`config.mk`:
```
export PLATFORM = sky130hd
export DESIGN_NAME = ismu_ctrl
export DESIGN_NICKNAME = d
export VERILOG_FILES = /design/src/hw/rtl/ismu_pkg.sv /design/src/hw/rtl/ismu_ctrl.sv
export SDC_FILE = /design/constraint.sdc
export NUM_CORES = 1
export LEC_CHECK = 0
export ABC_AREA = 1
export BUFFER_PORTS_ARGS = -buffer_cell sky130_fd_sc_hd__buf_2
export CAP_MARGIN = 20
export CORE_AREA = 2 2 39 41
export DETAILED_ROUTE_END_ITERATION = 7
export DIE_AREA = 0 0 41 43
export GPL_TIMING_DRIVEN = 0
export PLACE_DENSITY_LB_ADDON = 0.05
export SYNTH_ARGS = -nofsm -noshare
export SYNTH_HDL_FRONTEND = slang
export SYNTH_SLANG_ARGS = --single-unit
```
`constraint.sdc`:
```
create_clock -name clk -period 3.15 [get_ports clk]
set_clock_uncertainty 0.15 [all_clocks]
set_input_delay 0.1575 -clock clk [delete_from_list [all_inputs] [get_ports clk]]
set_output_delay 0.1575 -clock clk [all_outputs]
set_load 0.05 [all_outputs]
```
`src/hw/rtl/ismu_pkg.sv`:
```
// Shared types and constants for the Ising Metropolis site update block.
// Field widths, action codes, register indexes, reset values, the command
// struct to the datapath and the status struct back. Depends on nothing.
package ismu_pkg;

  localparam int ACTION_W = 2;
  localparam int COORD_W  = 7;
  localparam int RND_W    = 16;
  localparam int DE_W     = 5;
  localparam int E_W      = 17;
  localparam int M_W      = 16;

  localparam int CFG_IDX_W  = 1;
  localparam int CFG_DATA_W = 16;

  localparam logic [CFG_IDX_W-1:0] CFG_THRESH_FOUR  = 1'd0;
  localparam logic [CFG_IDX_W-1:0] CFG_THRESH_EIGHT = 1'd1;

  localparam logic [RND_W-1:0] THRESH_FOUR_RESET  = 16'd11253;
  localparam logic [RND_W-1:0] THRESH_EIGHT_RESET = 16'd1933;

  typedef enum logic [ACTION_W-1:0] {
    ACT_WRITE  = 2'd0,
    ACT_UPDATE = 2'd1,
    ACT_READ   = 2'd2
  } action_t;

  // Commands from the controller to the datapath.
  typedef struct packed {
    logic clear_step;
    logic load;
    logic read_a;
    logic read_b;
    logic commit;
  } ismu_cmd_t;

  // Status from the datapath to the controller.
  typedef struct packed {
    logic clear_done;
  } ismu_stat_t;

endpackage

```
`src/hw/rtl/ismu_ctrl.sv`:
```
// Controller state machine: clearing pass, request accept, the two read
// phases, and the commit into the result register. Depends on ismu_pkg.
module ismu_ctrl (
  input  logic                  clk,
  input  logic                  rst,
  input  logic                  in_valid,
  output logic                  in_ready,
  output logic                  out_valid,
  input  logic                  out_ready,
  output ismu_pkg::ismu_cmd_t   cmd,
  input  ismu_pkg::ismu_stat_t  stat
);
  import ismu_pkg::*;

  typedef enum logic [4:0] {
    ST_CLEAR = 5'b00001,
    ST_IDLE  = 5'b00010,
    ST_RD1   = 5'b00100,
    ST_RD2   = 5'b01000,
    ST_EVAL  = 5'b10000
  } state_t;

  state_t state, state_next;

  always_comb begin
    state_next = state;
    cmd        = '0;
    in_ready   = 1'b0;
    unique case (state)
      ST_CLEAR: begin
        cmd.clear_step = 1'b1;
        if (stat.clear_done) begin
          state_next = ST_IDLE;
        end
      end
      ST_IDLE: begin
        in_ready = 1'b1;
        if (in_valid) begin
          cmd.load   = 1'b1;
          state_next = ST_RD1;
        end
      end
      ST_RD1: begin
        cmd.read_a = 1'b1;
        state_next = ST_RD2;
      end
      ST_RD2: begin
        cmd.read_b = 1'b1;
        state_next = ST_EVAL;
      end
      ST_EVAL: begin
        // Commit only when the result register is free or being emptied.
        if (!out_valid || out_ready) begin
          cmd.commit = 1'b1;
          state_next = ST_IDLE;
        end
      end
      default: begin
        state_next = ST_IDLE;
      end
    endcase
  end

  always_ff @(posedge clk) begin
    if (rst) begin
      state     <= ST_CLEAR;
      out_valid <= 1'b0;
    end else begin
      state <= state_next;
      if (cmd.commit) begin
        out_valid <= 1'b1;
      end else if (out_ready) begin
        out_valid <= 1'b0;
      end
    end
  end

endmodule

```
# After elaboration in Yosys (flattened, before gate mapping)
# Cells that the tools add are included.
# word_totals
output_inout_bits,7
elab_cells,28
register_bits,6
input_bits,5
# classes
n_eq_ne,8
reduce_logical,4
mux,14
# op_table
cell,count
$pmux 5 s5,1
$mux 5,3
$mux 1,10
$ne 2x2->1 const B,3
$eq 5x1->1 const B,1
$eq 5x2->1 const B,1
$eq 5x3->1 const B,1
$eq 5x4->1 const B,1
$eq 5x5->1 const B,1
$reduce_and 3->1,1
$reduce_bool 2->1,1
$logic_not 1->1,1
$logic_or 1x1->1,1

# Logic depth before layout (Yosys ltp)
# logic_depth
depth_word,5
mapped_depth,7
depth_no_buf,7

# Worst setup path after synthesis
# No wires, ideal clock.
# synth_timing
path_type,register -> output
from,register state[1]
to,output cmd[3] (netlist name)
stages_incl_launch_ff,5
n_path_buf,0
required_ns,2.842
slack_ns,1.568
arrival_ns,1.274
cell_sequence,dfxtp_1 -> inv_1 -> nor2_2 -> nand3_2 -> nor2_1
# synth_rtl
element,line,source
start: declaration,ismu_ctrl.sv:23,"state_t state, state_next;"
start signal: assignment,ismu_ctrl.sv:69,state <= state_next;
end: declaration,ismu_ctrl.sv:10,"output ismu_pkg::ismu_cmd_t cmd,"

==> results.tsv <==
stage	metric	value	unit
worst_setup_path	critical_path_class	reg -> out	
global_routing	grt_usage	11.1	%
die	fp.dieW	41	um
die	die_h	43	um
cells_and_area	post-route-util	33.0	%
cells_and_area	layout_commonest_cell	buf_2	
detailed_routing	drt-met1-wl	367	um
cells_and_area	diodes	0	
run_status	outcome	completed	
sta	tightest_slew	248	ps
synth	ys_seq_area_share	34.4	%
detailed_routing	vias	325	
worst_setup_path	r2r-end	state[1]	
detailed_routing	wl_met3	48	um
global_routing	grt_pass1_wl	1230	um
pwr	fin_total_pwr	0.202	mW
sta	relSlewSlack	83.6	%
cts	clockBufferDepth	2	
sta	period_needed	1650	ps
detailed_routing	ant_nets	0	
detailed_routing	firstDrtPassIters	4	
cts	cts.sinks	6	
worst_setup_path	ff2ff_path_depth	6	
sta	fmaxAchievable	608	MHz
die	dieArea	0.00176	mm2
pwr	leakagePower	0.252	nW
detailed_routing	routedWlPerCell	9.51	um
cts	path_clk_slew	50	ps
worst_setup_path	reg2reg_setup_slack	1920	ps
cells_and_area	fin_nets	69	
synth	ys_seq_elements	6	
hold_path	hold_path.class	in -> reg	
pwr	p_per_area	442	mW/mm2
worst_setup_path	timing.rr.start	state[0]	
detailed_routing	wl_met2	310	um
sta	drv_slew	0	
worst_setup_path	path_max_fanout	4	
place	dpl.hpwl	570	um
synth	synthCells	47	
sta	hold_violations	0	
cts	cts.repair_timing.setup_buffer_count	0	
detailed_routing	post_drt_via_cell_ratio	4.17	
worst_setup_path	startpoint_type	flip-flop	
synth	yosys_warnings	0	
global_routing	grt_max_degree	7	
detailed_routing	drt_iter0_drc	3	
cells_and_area	area_delta_synth_final	30.8	%
synth	syn_area_per_cell	7.43	um2
synth	synth_fp_nets	52	
synth	syn_area	349	um2
worst_setup_path	startpoint	state[0]	
worst_setup_path	end_kind	output port	
cells_and_area	layout-drive-gt1-share	50.0	%
worst_setup_path	cp-endpoint	cmd[1]	
sta	finalSetupTns	0	ps
sta	min_period_over_period	52.2	%
sta	setup-violations-final	0	
cts	cts_tree	yes	
worst_setup_path	required	2840	ps
cts	numCtsBuffers	3	
synth	ys_types	16	
global_routing	antenna_found_initial	0	
detailed_routing	routed.top_layer	met4	
cells_and_area	final_cell_mix	buf_2 (11), nor2_2 (8), inv_1 (8), dfxtp_1 (6), nor2_1 (5)	
hold_path	hold_start	stat	
global_routing	overflow	0	
sta	rsz0062_at_grt	false	
pwr	worst_ir_drop_vdd	146	uV
cts	htree_levels	1	
place	place_congestion	0.676	
worst_setup_path	cp_data_arrival_time	1340	ps
place	io_buffers	11	
detailed_routing	drt_wl_total	742	um
die	design.portCount	12	
global_routing	grt_pass1_vias	305	
cts	cts-root-buf	clkbuf_4	
cells_and_area	fillers	158	
run	cap_violations	0	
cts	clk_latency	250	ps
detailed_routing	route.detailed.drc	0	
die	core	0.00138	mm2
die	rows	14	
die	start_util	25.2	%
## power by group
group          internal, mW  switching [mW]
clock                0.0433          0.0310
sequential           0.0795         0.00344
combinational        0.0141          0.0303
## stage by stage
stage / setup WS, ps / instances / area, um2 / hold WS, ps
2_1_floorplan: 1570 / 47 / 349 / 76.6
3_3_place_gp: 1750 / 74 / 424 / 243
3_5_place_dp: 1780 / 74 / 424 / 238
4_1_cts: 1490 / 78 / 457 / 75.4
5_1_grt: 1420 / 78 / 457 / 104
6_report: 1500 / 78 / 457 / 72.2
## kinds of logic after synthesis
family | count (synthesis) | synth area share (%)
AO/OA/AOI/OAI | 2 | 3.58
AND/OR/NAND/NOR | 27 | 47.7
buffers and inverters | 12 | 14.3
flip-flops | 6 | 34.4
## how the worst min path moves through the flow
stage	end	slack, ps	cells after the start
after floorplan	state[4]	80	1
after global placement	state[4]	240	2
after detailed placement	state[2]	240	2
after CTS	state[0]	80	4
after global routing	out_valid	100	3
final	state[0]	70	4
## critical path, cell delays in order (launching register included)
cell	delay [ps]
dfxtp_1	330
nor2_2	190
nand3_1	160
inv_1	80
buf_4	90
buf_2	240
## per-layer routing
layer / track usage (%) / up-vias
met1: 14.6 / 138
met2: 13.8 / 11
li1: - / 174
met3: 4.71 / 2
met5: 0 / -
met4: 8.00 / 0
## sequential cells by signal, summed over array words and instances, names as in the netlist
| signal | cells |
|---|---|
| state | 5 |
| out_valid | 1 |
## synth_stat cells, drive strengths merged
library cell	instances	area share, %
inv	10	11
dfxtp	6	34
clkinv	1	1.4
nand2	3	3.2
buf	1	2.2
o21a	1	2.2
nor3	1	2.9
nor2	14	23
nand4	3	7.2
nand3	6	11
a21oi	1	1.4
## area by class of cell
type / count / area [um2] / share of cell area (%)
well taps: 16 / 20.0 / 4.38
flip-flops and latches: 6 / 120 / 26.3
multi-input cells: 29 / 179 / 39.2
plain buffers: 1 / 7.51 / 1.64
inverters: 11 / 42.5 / 9.32
clock buffers: 3 / 22.5 / 4.93
repair buffers: 12 / 65.1 / 14.2
## repair_timing
action / in CTS / in global routing
hold buffers: 1 / 0
resized for setup: 0 / 0
endpoints found under the hold margin: 3 / 0
Note: power is estimated with default switching activity, not from simulation.
